File: src/rtl/tsw_pkg.sv
// Package for the timeout slot watchdog: operation codes, result kinds,
// register indexes, reset values and the controller/datapath interface structs.
`default_nettype none
package tsw_pkg;

    localparam int SLOTS_DEFAULT = 16;
    localparam int SLOT_W = 4;
    localparam int TO_W = 16;
    localparam int TIME_W = 32;
    localparam int KIND_W = 3;
    localparam int OP_W = 2;

    localparam logic [OP_W-1:0] OP_REGISTER   = 2'd0;
    localparam logic [OP_W-1:0] OP_DEREGISTER = 2'd1;
    localparam logic [OP_W-1:0] OP_TICK       = 2'd2;
    localparam logic [OP_W-1:0] OP_QUERY      = 2'd3;

    localparam logic [KIND_W-1:0] KIND_REGISTERED   = 3'd0;
    localparam logic [KIND_W-1:0] KIND_DEREGISTERED = 3'd1;
    localparam logic [KIND_W-1:0] KIND_STATUS       = 3'd2;
    localparam logic [KIND_W-1:0] KIND_ALERT        = 3'd3;
    localparam logic [KIND_W-1:0] KIND_TICK_DONE    = 3'd4;

    localparam logic [1:0] REG_MIN_TIMEOUT = 2'd0;
    localparam logic [1:0] REG_MAX_TIMEOUT = 2'd1;
    localparam logic [1:0] REG_DEFAULT_TO  = 2'd2;
    localparam logic [1:0] REG_HEARTBEAT   = 2'd3;

    localparam logic [TO_W-1:0] RST_MIN_TIMEOUT = 16'd1;
    localparam logic [TO_W-1:0] RST_MAX_TIMEOUT = 16'd300;
    localparam logic [TO_W-1:0] RST_DEFAULT_TO  = 16'd30;
    localparam logic [TO_W-1:0] RST_HEARTBEAT   = 16'd10;

    // Commands from the controller to the datapath.
    typedef struct packed {
        logic load;      // capture the accepted transaction
        logic exec;      // run the single-slot operation
        logic tick_init; // advance the clock and start the scan at slot 0
        logic scan_step; // evaluate the current scan slot and advance
        logic emit_done; // present the tick-done result
    } tsw_cmd_t;

    // Status from the datapath to the controller.
    typedef struct packed {
        logic is_tick;
        logic scan_last;  // current scan slot is the final slot
    } tsw_status_t;

endpackage
`default_nettype wire

File: src/rtl/tsw_ctrl.sv
// Controller state machine of the timeout slot watchdog.
// Depends on tsw_pkg for the command and status structs.
`default_nettype none
module tsw_ctrl (
    input  wire logic                 clk,
    input  wire logic                 rst_n,
    input  wire logic                 in_fire,
    input  wire logic                 out_busy,
    input  wire tsw_pkg::tsw_status_t status,
    output logic                      in_ready,
    output tsw_pkg::tsw_cmd_t         cmd
);
    import tsw_pkg::*;

    typedef enum logic [2:0] {
        ST_IDLE,
        ST_DECODE,
        ST_SCAN,
        ST_DONE,
        ST_DRAIN
    } state_t;

    state_t state_reg, state_next;

    // Next state and commands; an output slot must be free to emit.
    always_comb
    begin
        state_next = state_reg;
        cmd = '0;
        in_ready = 1'b0;
        unique case (state_reg)
            ST_IDLE:
            begin
                in_ready = 1'b1;
                if (in_fire)
                begin
                    cmd.load = 1'b1;
                    state_next = ST_DECODE;
                end
            end
            ST_DECODE:
            begin
                if (status.is_tick)
                begin
                    cmd.tick_init = 1'b1;
                    state_next = ST_SCAN;
                end
                else if (!out_busy)
                begin
                    cmd.exec = 1'b1;
                    state_next = ST_DRAIN;
                end
            end
            ST_SCAN:
            begin
                if (!out_busy)
                begin
                    cmd.scan_step = 1'b1;
                    if (status.scan_last)
                        state_next = ST_DONE;
                end
            end
            ST_DONE:
            begin
                if (!out_busy)
                begin
                    cmd.emit_done = 1'b1;
                    state_next = ST_DRAIN;
                end
            end
            ST_DRAIN:
            begin
                in_ready = 1'b1;
                if (in_fire)
                begin
                    cmd.load = 1'b1;
                    state_next = ST_DECODE;
                end
                else
                    state_next = ST_IDLE;
            end
            default: state_next = ST_IDLE;
        endcase
    end

    // State register.
    always_ff @(posedge clk or negedge rst_n)
    begin
        if (!rst_n)
            state_reg <= ST_IDLE;
        else
            state_reg <= state_next;
    end

    // Only one command may be active in any cycle.
    a_cmd_onehot: assert property (@(posedge clk) disable iff (!rst_n)
        $onehot0({cmd.load, cmd.exec, cmd.tick_init, cmd.scan_step, cmd.emit_done}))
        else $error("controller issued overlapping commands");
    a_no_emit_busy: assert property (@(posedge clk) disable iff (!rst_n)
        (cmd.exec || cmd.scan_step || cmd.emit_done) |-> !out_busy)
        else $error("result produced while output register full");
    a_load_idle: assert property (@(posedge clk) disable iff (!rst_n)
        cmd.load |-> (state_reg == ST_IDLE || state_reg == ST_DRAIN))
        else $error("transaction loaded mid-operation");

endmodule
`default_nettype wire

File: src/rtl/tsw_datapath.sv
// Datapath of the timeout slot watchdog: slot table, clock, scan and result register.
// Depends on tsw_pkg for codes and the command and status structs.
`default_nettype none
module tsw_datapath #(
    parameter int SLOTS = tsw_pkg::SLOTS_DEFAULT
) (
    input  wire logic                        clk,
    input  wire logic                        rst_n,
    input  wire tsw_pkg::tsw_cmd_t           cmd,
    output tsw_pkg::tsw_status_t             status,
    input  wire logic [tsw_pkg::OP_W-1:0]    opcode,
    input  wire logic [tsw_pkg::SLOT_W-1:0]  slot,
    input  wire logic [tsw_pkg::TO_W-1:0]    requested_timeout,
    input  wire logic                        has_connection,
    input  wire logic [tsw_pkg::TO_W-1:0]    min_timeout,
    input  wire logic [tsw_pkg::TO_W-1:0]    max_timeout,
    input  wire logic [tsw_pkg::TO_W-1:0]    default_timeout,
    input  wire logic [tsw_pkg::TO_W-1:0]    heartbeat_period,
    input  wire logic                        out_ready,
    output logic                             out_valid,
    output logic [tsw_pkg::KIND_W-1:0]       kind,
    output logic                             ok,
    output logic [tsw_pkg::SLOT_W-1:0]       slot_out,
    output logic [tsw_pkg::TO_W-1:0]         timeout_out,
    output logic [tsw_pkg::TIME_W-1:0]       elapsed,
    output logic                             cancel_request,
    output logic [$clog2(SLOTS+1)-1:0]       active_count,
    output logic                             last
);
    import tsw_pkg::*;

    localparam int IDX_W = (SLOTS > 1) ? $clog2(SLOTS) : 1;
    localparam int CNT_W = $clog2(SLOTS + 1);

    // Captured transaction.
    logic [OP_W-1:0]   op_reg;
    logic [SLOT_W-1:0] sl_reg;
    logic [TO_W-1:0]   req_reg;
    logic              conn_reg;

    // Slot table: flags in flip-flops, payload fields written before read.
    logic [SLOTS-1:0]  valid_reg, expired_reg, alerted_reg, cancelled_reg, conn_tab_reg;
    logic [TIME_W-1:0] start_reg [SLOTS];
    logic [TIME_W-1:0] alert_t_reg [SLOTS];
    logic [TO_W-1:0]   to_reg [SLOTS];
    logic [TIME_W-1:0] now_reg;
    logic [CNT_W-1:0]  count_reg;
    logic [IDX_W-1:0]  scan_reg;

    // Output register.
    logic              ov_reg;
    logic [KIND_W-1:0] kind_reg;
    logic              ok_reg, cancel_reg, last_reg;
    logic [SLOT_W-1:0] so_reg;
    logic [TO_W-1:0]   to_out_reg;
    logic [TIME_W-1:0] el_reg;
    logic [CNT_W-1:0]  ac_reg;

    // Lowest free slot.
    logic             free_found;
    logic [IDX_W-1:0] free_idx;
    always_comb
    begin
        free_found = 1'b0;
        free_idx = '0;
        for (int i = SLOTS - 1; i >= 0; i--)
        begin
            if (!valid_reg[i])
            begin
                free_found = 1'b1;
                free_idx = IDX_W'(i);
            end
        end
    end

    // Effective timeout of the request.
    logic [TO_W-1:0] lo_bound, eff_to;
    always_comb
    begin
        lo_bound = (min_timeout > max_timeout) ? max_timeout : min_timeout;
        if (req_reg == '0)
            eff_to = default_timeout;
        else if (req_reg < lo_bound)
            eff_to = lo_bound;
        else if (req_reg > max_timeout)
            eff_to = max_timeout;
        else
            eff_to = req_reg;
    end

    // Addressed slot for deregister and query.
    logic             sel_in_range;
    logic [IDX_W-1:0] sel_idx;
    logic             sel_hit;
    assign sel_in_range = ({28'd0, sl_reg} < 32'(SLOTS));
    assign sel_idx = IDX_W'(sl_reg);
    assign sel_hit = sel_in_range && valid_reg[sel_idx];

    // Scan evaluation of the current slot.
    logic [TIME_W-1:0] scan_el;
    logic              scan_exp, scan_alert, scan_cancel;
    always_comb
    begin
        scan_el = now_reg - start_reg[scan_reg];
        scan_exp = expired_reg[scan_reg] || (scan_el >= {16'd0, to_reg[scan_reg]});
        scan_alert = valid_reg[scan_reg] && scan_exp &&
            !(alerted_reg[scan_reg] &&
              ((now_reg - alert_t_reg[scan_reg]) < {16'd0, heartbeat_period}));
        scan_cancel = !cancelled_reg[scan_reg] && conn_tab_reg[scan_reg];
    end

    assign status.is_tick = (op_reg == OP_TICK);
    assign status.scan_last = (scan_reg == IDX_W'(SLOTS - 1));

    // Captured transaction fields.
    always_ff @(posedge clk)
    begin
        if (cmd.load)
        begin
            op_reg <= opcode;
            sl_reg <= slot;
            req_reg <= requested_timeout;
            conn_reg <= has_connection;
        end
    end

    // Slot payload stores.
    always_ff @(posedge clk)
    begin
        if (cmd.exec && op_reg == OP_REGISTER && free_found)
        begin
            start_reg[free_idx] <= now_reg;
            to_reg[free_idx] <= eff_to;
            conn_tab_reg[free_idx] <= conn_reg;
        end
        if (cmd.scan_step && scan_alert)
            alert_t_reg[scan_reg] <= now_reg;
    end

    // Control state of the table, clock, scan pointer and output register.
    always_ff @(posedge clk or negedge rst_n)
    begin
        if (!rst_n)
        begin
            valid_reg <= '0;
            expired_reg <= '0;
            alerted_reg <= '0;
            cancelled_reg <= '0;
            now_reg <= '0;
            count_reg <= '0;
            scan_reg <= '0;
            ov_reg <= 1'b0;
            kind_reg <= '0;
            ok_reg <= 1'b0;
            so_reg <= '0;
            to_out_reg <= '0;
            el_reg <= '0;
            cancel_reg <= 1'b0;
            ac_reg <= '0;
            last_reg <= 1'b0;
        end
        else
        begin
            if (ov_reg && out_ready)
                ov_reg <= 1'b0;
            if (cmd.exec)
            begin
                ov_reg <= 1'b1;
                el_reg <= '0;
                cancel_reg <= 1'b0;
                last_reg <= 1'b1;
                unique case (op_reg)
                    OP_REGISTER:
                    begin
                        kind_reg <= KIND_REGISTERED;
                        ok_reg <= free_found;
                        if (free_found)
                        begin
                            valid_reg[free_idx] <= 1'b1;
                            expired_reg[free_idx] <= 1'b0;
                            alerted_reg[free_idx] <= 1'b0;
                            cancelled_reg[free_idx] <= 1'b0;
                            count_reg <= count_reg + 1'b1;
                            ac_reg <= count_reg + 1'b1;
                            so_reg <= SLOT_W'(free_idx);
                            to_out_reg <= eff_to;
                        end
                        else
                        begin
                            ac_reg <= count_reg;
                            so_reg <= '0;
                            to_out_reg <= '0;
                        end
                    end
                    OP_DEREGISTER:
                    begin
                        kind_reg <= KIND_DEREGISTERED;
                        ok_reg <= sel_hit;
                        so_reg <= sl_reg;
                        if (sel_hit)
                        begin
                            valid_reg[sel_idx] <= 1'b0;
                            count_reg <= count_reg - 1'b1;
                            ac_reg <= count_reg - 1'b1;
                            to_out_reg <= to_reg[sel_idx];
                        end
                        else
                        begin
                            ac_reg <= count_reg;
                            to_out_reg <= '0;
                        end
                    end
                    default:
                    begin
                        kind_reg <= KIND_STATUS;
                        ok_reg <= sel_hit && expired_reg[sel_idx];
                        so_reg <= sl_reg;
                        to_out_reg <= sel_hit ? to_reg[sel_idx] : '0;
                        ac_reg <= count_reg;
                    end
                endcase
            end
            if (cmd.tick_init)
            begin
                now_reg <= now_reg + 1'b1;
                scan_reg <= '0;
            end
            if (cmd.scan_step)
            begin
                if (!status.scan_last)
                    scan_reg <= scan_reg + 1'b1;
                if (valid_reg[scan_reg] && scan_exp)
                    expired_reg[scan_reg] <= 1'b1;
                if (scan_alert)
                begin
                    alerted_reg[scan_reg] <= 1'b1;
                    if (scan_cancel)
                        cancelled_reg[scan_reg] <= 1'b1;
                    ov_reg <= 1'b1;
                    kind_reg <= KIND_ALERT;
                    ok_reg <= 1'b1;
                    so_reg <= SLOT_W'(scan_reg);
                    to_out_reg <= to_reg[scan_reg];
                    el_reg <= scan_el;
                    cancel_reg <= scan_cancel;
                    ac_reg <= count_reg;
                    last_reg <= 1'b0;
                end
            end
            if (cmd.emit_done)
            begin
                ov_reg <= 1'b1;
                kind_reg <= KIND_TICK_DONE;
                ok_reg <= 1'b1;
                so_reg <= '0;
                to_out_reg <= '0;
                el_reg <= '0;
                cancel_reg <= 1'b0;
                ac_reg <= count_reg;
                last_reg <= 1'b1;
            end
        end
    end

    assign out_valid = ov_reg;
    assign kind = kind_reg;
    assign ok = ok_reg;
    assign slot_out = so_reg;
    assign timeout_out = to_out_reg;
    assign elapsed = el_reg;
    assign cancel_request = cancel_reg;
    assign active_count = ac_reg;
    assign last = last_reg;

    // The occupancy count always matches the valid bits.
    a_count: assert property (@(posedge clk) disable iff (!rst_n)
        32'(count_reg) == $countones(valid_reg))
        else $error("occupancy count disagrees with valid bits");
    a_cancel_alert: assert property (@(posedge clk) disable iff (!rst_n)
        (ov_reg && cancel_reg) |-> (kind_reg == KIND_ALERT))
        else $error("cancel request outside an alert");
    a_expired_valid: assert property (@(posedge clk) disable iff (!rst_n)
        (cmd.scan_step && scan_alert) |=> expired_reg[$past(scan_reg)])
        else $error("alert on a slot not marked expired");

endmodule
`default_nettype wire

File: src/rtl/tsw_regs.sv
// Configuration register file of the timeout slot watchdog on an APB-style port.
// Depends on tsw_pkg for register indexes and reset values.
`default_nettype none
module tsw_regs (
    input  wire logic                      clk,
    input  wire logic                      rst_n,
    input  wire logic                      psel,
    input  wire logic                      penable,
    input  wire logic                      pwrite,
    input  wire logic [3:0]                paddr,
    input  wire logic [31:0]               pwdata,
    output logic [31:0]                    prdata,
    output logic                           pready,
    output logic [tsw_pkg::TO_W-1:0]       min_timeout,
    output logic [tsw_pkg::TO_W-1:0]       max_timeout,
    output logic [tsw_pkg::TO_W-1:0]       default_timeout,
    output logic [tsw_pkg::TO_W-1:0]       heartbeat_period
);
    import tsw_pkg::*;

    logic [TO_W-1:0] min_reg, max_reg, def_reg, hb_reg;
    logic            wr;
    logic [1:0]      idx;

    assign pready = 1'b1;
    assign idx = paddr[3:2];
    assign wr = psel && penable && pwrite && (pwdata[15:0] != '0);

    // Writes of zero are dropped.
    always_ff @(posedge clk or negedge rst_n)
    begin
        if (!rst_n)
        begin
            min_reg <= RST_MIN_TIMEOUT;
            max_reg <= RST_MAX_TIMEOUT;
            def_reg <= RST_DEFAULT_TO;
            hb_reg <= RST_HEARTBEAT;
        end
        else if (wr)
        begin
            unique case (idx)
                REG_MIN_TIMEOUT: min_reg <= pwdata[15:0];
                REG_MAX_TIMEOUT: max_reg <= pwdata[15:0];
                REG_DEFAULT_TO:  def_reg <= pwdata[15:0];
                default:         hb_reg <= pwdata[15:0];
            endcase
        end
    end

    // Read data.
    always_comb
    begin
        unique case (idx)
            REG_MIN_TIMEOUT: prdata = {16'd0, min_reg};
            REG_MAX_TIMEOUT: prdata = {16'd0, max_reg};
            REG_DEFAULT_TO:  prdata = {16'd0, def_reg};
            default:         prdata = {16'd0, hb_reg};
        endcase
    end

    assign min_timeout = min_reg;
    assign max_timeout = max_reg;
    assign default_timeout = def_reg;
    assign heartbeat_period = hb_reg;

endmodule
`default_nettype wire

File: src/rtl/timeout_slot_watchdog.sv
// Top level of the timeout slot watchdog: registers, controller and datapath.
// Register, deregister and query are captured, then executed in the decode state once the output
// register is free, which registers their result; one transaction is handled at a time.
// A tick advances the clock, then scans the slots in order in the shared evaluation unit,
// holding while the output register is busy, and then presents its tick-done result.
// Output stalls hold the controller; the next item is taken as the last result is presented.
// rst_n (asynchronous, active low) frees every slot, zeroes the clock and restores registers.
// Depends on tsw_pkg, tsw_regs, tsw_ctrl and tsw_datapath.
`default_nettype none
module timeout_slot_watchdog #(
    parameter int SLOTS = tsw_pkg::SLOTS_DEFAULT
) (
    input  wire logic                        clk,
    input  wire logic                        rst_n,
    input  wire logic                        psel,
    input  wire logic                        penable,
    input  wire logic                        pwrite,
    input  wire logic [3:0]                  paddr,
    input  wire logic [31:0]                 pwdata,
    output logic [31:0]                      prdata,
    output logic                             pready,
    input  wire logic                        in_valid,
    output logic                             in_ready,
    input  wire logic [tsw_pkg::OP_W-1:0]    opcode,
    input  wire logic [tsw_pkg::SLOT_W-1:0]  slot,
    input  wire logic [tsw_pkg::TO_W-1:0]    requested_timeout,
    input  wire logic                        has_connection,
    output logic                             out_valid,
    input  wire logic                        out_ready,
    output logic [tsw_pkg::KIND_W-1:0]       kind,
    output logic                             ok,
    output logic [tsw_pkg::SLOT_W-1:0]       slot_out,
    output logic [tsw_pkg::TO_W-1:0]         timeout_out,
    output logic [tsw_pkg::TIME_W-1:0]       elapsed,
    output logic                             cancel_request,
    output logic [$clog2(SLOTS+1)-1:0]       active_count,
    output logic                             last
);
    import tsw_pkg::*;

    logic [TO_W-1:0] min_to, max_to, def_to, hb;
    tsw_cmd_t        cmd;
    tsw_status_t     status;
    logic            out_busy;

    // The output register is busy while it holds a result not taken this cycle.
    assign out_busy = out_valid && !out_ready;

    tsw_regs u_regs (
        .clk(clk), .rst_n(rst_n), .psel(psel), .penable(penable), .pwrite(pwrite),
        .paddr(paddr), .pwdata(pwdata), .prdata(prdata), .pready(pready),
        .min_timeout(min_to), .max_timeout(max_to), .default_timeout(def_to),
        .heartbeat_period(hb)
    );

    tsw_ctrl u_ctrl (
        .clk(clk), .rst_n(rst_n), .in_fire(in_valid && in_ready),
        .out_busy(out_busy), .status(status), .in_ready(in_ready), .cmd(cmd)
    );

    tsw_datapath #(.SLOTS(SLOTS)) u_dp (
        .clk(clk), .rst_n(rst_n), .cmd(cmd), .status(status),
        .opcode(opcode), .slot(slot), .requested_timeout(requested_timeout),
        .has_connection(has_connection),
        .min_timeout(min_to), .max_timeout(max_to), .default_timeout(def_to),
        .heartbeat_period(hb), .out_ready(out_ready), .out_valid(out_valid),
        .kind(kind), .ok(ok), .slot_out(slot_out), .timeout_out(timeout_out),
        .elapsed(elapsed), .cancel_request(cancel_request),
        .active_count(active_count), .last(last)
    );

endmodule
`default_nettype wire
File: config.mk
export PLATFORM = sky130hd
export DESIGN_NAME = timeout_slot_watchdog
export DESIGN_NICKNAME = d
export VERILOG_FILES = /design/src/rtl/tsw_pkg.sv /design/src/rtl/tsw_ctrl.sv /design/src/rtl/tsw_datapath.sv /design/src/rtl/tsw_regs.sv /design/src/rtl/timeout_slot_watchdog.sv
export SDC_FILE = /design/constraint.sdc
export NUM_CORES = 2
export LEC_CHECK = 0
export ABC_CLOCK_PERIOD_IN_PS = 8780
export BUFFER_PORTS_ARGS = -buffer_cell sky130_fd_sc_hd__buf_2
export CAP_MARGIN = 20
export CORE_MARGIN = 1.5
export CORE_UTILIZATION = 33
export CTS_BUF_LIST = sky130_fd_sc_hd__clkbuf_16
export CTS_CLUSTER_SIZE = 25
export DETAILED_ROUTE_END_ITERATION = 8
export MAX_ROUTING_LAYER = met4
export PLACE_DENSITY = 0.51
export SYNTH_ARGS = -nofsm -noshare
export SYNTH_HDL_FRONTEND = slang
export SYNTH_HIERARCHICAL = 1
export SYNTH_SLANG_ARGS = --single-unit
File: constraint.sdc
create_clock -name clk -period 8.78 [get_ports clk]
set_clock_uncertainty 0.05 [all_clocks]
set_input_delay 1.756 -clock clk [delete_from_list [all_inputs] [get_ports clk]]
set_output_delay 1.756 -clock clk [all_outputs]
set_load 0.005 [all_outputs]
# == Word-level counts from Yosys, hierarchy flattened ==
# Memory sizes are Yosys's and may differ from the RTL's. A register that Yosys moved wholly into a read port is not among the register bits.
# Cells that the tools add are included.
# W data, S select, Z words.
# word_totals
out_inout_bits,98
in_bits,66
regBits,275
n_memories,3
elab_cells,254
mem_bits_rw,1280
# op_classes
n_reduce_logical,35
n_mux,148
n_eq_ne,14
bitwise_logic,11
n_lt_le_gt_ge,11
n_addsub,6
# mem_list
name,words,width,rd,rd_clocked_by_memory_dff,wr,line_no,source
u_dp.alert_t_reg,16,32,1,0,1,tsw_datapath.sv:44,logic [TIME_W-1:0] alert_t_reg [SLOTS];
u_dp.start_reg,16,32,1,0,1,tsw_datapath.sv:43,logic [TIME_W-1:0] start_reg [SLOTS];
u_dp.to_reg,16,16,2,1,1,tsw_datapath.sv:45,logic [TO_W-1:0] to_reg [SLOTS];
# op_table
operator,n
$mux W16,29
$mux W32,4
$mux W4,26
$and A16 B16 Y16,4
$or A16 B16 Y16,4
$sub A32 B32 Y32,2
$mux W1,56
$pmux W16 S3,1
$add A32 B1 Y32 const B,1
$ge A32 B16 Y1,1
$gt A16 B16 Y1,2
$lt A32 B16 Y1,1
$not A16 Y16,2
$pmux W16 S2,1
$mux W5,6
$bmux W1 S4,7
$mux W3,9
$logic_and A1 B1 Y1,17
$bwmux W16,1
$logic_not A16 Y1,1
$lt A16 B16 Y1,1
$reduce_bool A16 Y1,1
$lt A4 B5 Y1 const B,3
$pmux W3 S5,1
28 further kinds,44

# == Depth between registers and ports, before layout ==
# depth
ltp_word,29
ltp_mapped,33
mapped_depth_nobuf,25

# == Hierarchy ==
# The synthesis kept the hierarchy.
# by_module_without_submodules
mod,cells_each,seq_area_each_um2,n_inst,area_per_inst_um2
tsw_datapath,3819,43917.1,1,66552.6
tsw_regs,182,1615.3,1,3001.6
tsw_ctrl,19,75.1,1,190.2
timeout_slot_watchdog,2,0.0,1,20.0

# == Least setup slack after synthesis ==
# Ideal clock, no wire load.
# synth_path
kind,reg-to-reg
from,register u_dp.scan_reg[0]
to,memory u_dp.alert_t_reg[0][0] (enable)
period_less_slack_ns,8.492
required_time_ns,8.309
n_path_buf,5
stages_incl_launch_ff,27
path_slack_ns,0.288
setup_ns,0.421
arrival_ns,8.021
cell_sequence,dfrtp_1 -> buf_2 -> buf_1 -> clkbuf_1 -> clkbuf_1 -> buf_1 -> mux4_2 -> mux4_2 -> inv_1 -> ha_1 -> a2111o_1 -> o21ai_0 -> nor2b_1 -> o21ai_0 -> nand2b_1 -> a31oi_1 -> o21ai_0 -> xor2_1 -> ha_1 -> nand4_1 -> o311a_1 -> o2111ai_1 -> nor4_1 -> nand4_1 -> or3_1 -> nand2_1 -> nor2_1
# synth_via
elab_chain_cells,9
elab_cells_between_ends,21
cone_classes,add/sub (2); order compare (2); mux (8); reduce/logical (6); memory (3)
# synth_rtl
item,line_no,source
start: declaration,tsw_datapath.sv:48,logic [IDX_W-1:0] scan_reg;
start signal: assignment,tsw_datapath.sv:231,scan_reg <= scan_reg + 1'b1;
"$mem_v2 Z16 W32, on equally long branches",-,
"$sub A32 B32 Y32, on equally long branches","tsw_datapath.sv:104, tsw_datapath.sv:108",
$ge A32 B16 Y1 or $lt A32 B16 Y1 (tied branches),"tsw_datapath.sv:105, tsw_datapath.sv:108",
$logic_or A1 B1 Y1 or $logic_and A1 B1 Y1 (tied branches),"tsw_datapath.sv:105, tsw_datapath.sv:107",
$logic_and A1 B1 Y1 or $logic_not A1 Y1 (tied branches),"tsw_datapath.sv:106, tsw_datapath.sv:107",
$logic_and A1 B1 Y1,tsw_datapath.sv:106,scan_alert = valid_reg[scan_reg] && scan_exp &&
$logic_and A1 B1 Y1,tsw_datapath.sv:136,if (cmd.scan_step && scan_alert)
$mux W1,tsw_datapath.sv:136,
$mux W1 (not written as such),tsw_datapath.sv:137,alert_t_reg[scan_reg] <= now_reg;
end: declaration,tsw_datapath.sv:44,
# Parallel ways exist; a longest one is shown, timed or not. The select of a mux whose other input is x is not followed.

# == Worst setup path in the final report ==
# layout_path
from,register u_dp.scan_reg[1]
to,memory u_dp.alert_t_reg[3][8] (enable)
# Same word-level chain as after synthesis.

==> flow_summary.yaml <==
logic_synthesis:
  synthDistinctLibCells: 90
  synth_fa_ha_area_share_pct: 2.73
  synth_common_cells: "edfxtp_1, mux4_2, nand2_1"
  yosysWarnings: 6
  synthFlopType: "edfxtp_1"
  synthXorXnorAreaFrac_pct: 0.967
  synth_seq_area_share_pct: 65.4
  ys_async_sr_fraction_pct: 15.1
  synth_top_area_share_pct: 56.8
  synth_seq_cells: 1559
  syn_inst: 4022
  synthSimpleGateAreaFrac_pct: 4.56
  synth_top_cell_by_area: "edfxtp_1"
  netlist_area_um2: 69800
  synth_top_family_by_area: "multiplexers"
  synth-edff-count: 1319
  synthTopCellsByArea: "edfxtp_1, mux4_2, dfrtp_1, ha_1, mux2_2"
  synth-compound-area-share_pct: 5.16
  synth.most_common_cell: "edfxtp_1"
  syn_area_per_cell_um2: 17.3
  muxShareOfSynthArea_pct: 18.9
critical_path:
  ff2ff_path_depth: 25
  critPathMaxFanout: 57
  reg2reg_to: "u_dp/alert_t_reg[3][8]"
  cpPeakStageDelay_ns: 1.02
  worstSetupStartpointType: "register"
  required_ns: 9.28
  worst_setup_path_end_kind: "register"
  r2r_slack_ns: 0.70
  cpMostUsedCell: "o21ai_0"
  arrival_ns: 8.58
  rr_startpoint: "u_dp/scan_reg[1]"
  crit_type: "register to register"
  slowest_stage: "dfrtp_4"
routing:
  routed_wl_mm: 201
  detail-route-antenna-nets: 0
  avgViaCountPerCell: 5.42
  vias: 39100
  first_pass_iters: 7
  drc: 0
  drtIter0Drc: 3915
  drt-wirelength-per-cell_um: 27.8
power:
  peakVddDrop_v: 0.000190
  p_int_uw: 16100
  p_clk_share_pct: 28.9
  p_seq_share_pct: 38.5
  p_sw_share_pct: 33.3
  fin_total_pwr_uw: 24100
  leakagePower_uw: 0.0282
  combinationalPowerShare_pct: 32.6
  power_density_nw_per_um2: 301
  power.switching_uw: 8030
die:
  core_region_area_um2: 210000
  start_util_pct: 33.3
  dieArea_um2: 214000
  dieWidth_um: 463
  rows: 168
  ios: 164
  dieHeight_um: 463
cts:
  cts.clk_slew.worst_paths_ns: 0.06
  cts-root-buf: "clkbuf_16"
  insertion_delay_ns: 0.82
  ctsHoldBuffers: 0
  clock_path_buffers: 3
  cts_resized: 0
  cts_buffers: 167
  cts_tree: "done"
  clock_sinks: 1559
  postCtsSetupRepairBufs: 0
  h-tree-depth: 4
global_routing:
  grt_max_degree: 137
  grt_pass1_wl_mm: 291
  antenna_found_initial: 9
  grt_pass1_vias: 39600
  grt.total_usage_pct: 19.2
  grt_overflow: 0
flow_run:
  drv_cap: 0
timing:
  worst_slack_ns: 0.697
  post-route-period-util_pct: 92.1
  period_needed_ns: 8.08
  slew_headroom_pct: 26.8
  fmax_ghz: 0.124
  report.final.setup_viol: 0
  slew_violations: 0
  fin_tns_setup_ns: 0
  grt_setup_unrepaired: "no"
  finalHoldViolCount: 0
  worst_pin_slew_ns: 1.10
cells_and_area:
  layout.nets: 4486
  finalInstanceArea_um2: 80000
  fin_cells: 7216
  drive_gt1_share_pct: 27.6
  area_growth_pct: 14.7
placement:
  gp_congestion: 0.874
  post-place-ws_ns: 0.861
  io_buffer_count: 128
  place.detailed.hpwl_mm: 124
  place_area_um2: 74600
  dp_cells: 6904
outcome:
  outcome: "complete, no violations"
hold_path:
  hold_path_class: "register to register"
  hp-start: "u_dp/alerted_reg[3]"
  holdPathStages: 2
  whs_endpoint: "u_dp/alerted_reg[3]"
-- power groups by stage --
stage | Sequential [uW] | Clock [uW] | Combinational [uW]
after detailed placement | 9440 | 0 | 7900
after global routing | 9330 | 7420 | 8510
after global placement | 9430 | 0 | 7870
after floorplan | 9150 | 0 | 5400
final | 9280 | 6960 | 7850
after CTS | 9290 | 7120 | 7920
-- cell usage in the layout (no fill, tap or decap), types with 11 or more instances in the layout --
cell and count:
a211oi_1 21, a21o_1 32, a21oi_1 140, a31oi_1 15, a32o_1 16, and2_1 17, and3_1 13, buf_12 23
buf_2 127, buf_4 133, bufinv_16 14, clkbuf_16 168, clkinv_1 30, clkinv_2 37, conb_1 17, dfrtp_1 221
dfstp_2 11, edfxtp_1 1319, ha_1 149, inv_1 183, mux2_2 101, mux2i_1 70, mux4_2 502, nand2_1 241
nand2b_1 35, nand3_1 71, nand4_1 38, nor2_1 77, nor2_4 16, nor2b_1 21, nor3_1 27, nor4_1 16
o211ai_1 15, o21a_1 30, o21ai_0 146, o21ba_2 15, o221ai_1 18, xnor2_1 55, xor2_1 22
-- cell families (layout without fill, tap and decap cells) --
logic type	after synthesis	after routing
other	2	20
AND/OR/NAND/NOR	637	637
buffers and inverters	374	745
AO/OA/AOI/OAI	548	548
multiplexers	674	674
XOR/XNOR	77	77
flip-flops	1559	1559
adder cells (fa/ha/maj)	151	151
-- worst max-delay path, delay by kind of cell (launching register included) --
kind | cells | cell delay, ns
compound gates | 8 | 2.00
xor+xnor | 1 | 0.17
fa+ha+maj | 2 | 0.61
buf+inv | 3 | 0.53
flops | 1 | 1.02
mux | 2 | 0.92
simple gates | 9 | 2.44
-- stage by stage --
step,hold WS [ns],util [%]
after floorplan,0.395,-
after global placement,0.413,35.5
after detailed placement,0.419,35.5
after CTS,0.432,38.1
after global routing,0.453,38.1
final,0.433,38.1
-- cell type report --
class	instances	area, um^2
Antenna cell	3	7.51
Clock buffer	168	4200
Clock inverter	140	1220
Fill cell	19400	130000
Inverter	152	591
Multi-Input combinational cell	2104	22700
Sequential cell	1559	45600
Tap cell	2805	3510
Timing Repair Buffer	285	2120
-- how the worst max path moves through the flow --
stage,startpoint,end,slack [ns],depth (start not counted)
floorplan,u_dp/scan_reg[0],u_dp/alert_t_reg[0][0],0.29,26
global placement,u_dp/scan_reg[1],u_dp/elapsed[21],0.73,24
detailed placement,u_dp/scan_reg[1],u_dp/elapsed[16],0.86,23
CTS,u_dp/scan_reg[1],u_dp/elapsed[26],0.83,22
global route,u_dp/scan_reg[1],u_dp/alert_t_reg[3][0],0.50,25
finish,u_dp/scan_reg[1],u_dp/alert_t_reg[3][8],0.70,25
-- routing by layer --
layer | global-route usage (%) | up-vias | routed length (um)
li1 | - | 16700 | -
met1 | 26.1 | 20900 | 89600
met2 | 30.3 | 1222 | 96800
met3 | 2.95 | 233 | 10300
met4 | 4.22 | 0 | 3910
met5 | - | - | 0
Power figures use the tool's default switching activity.
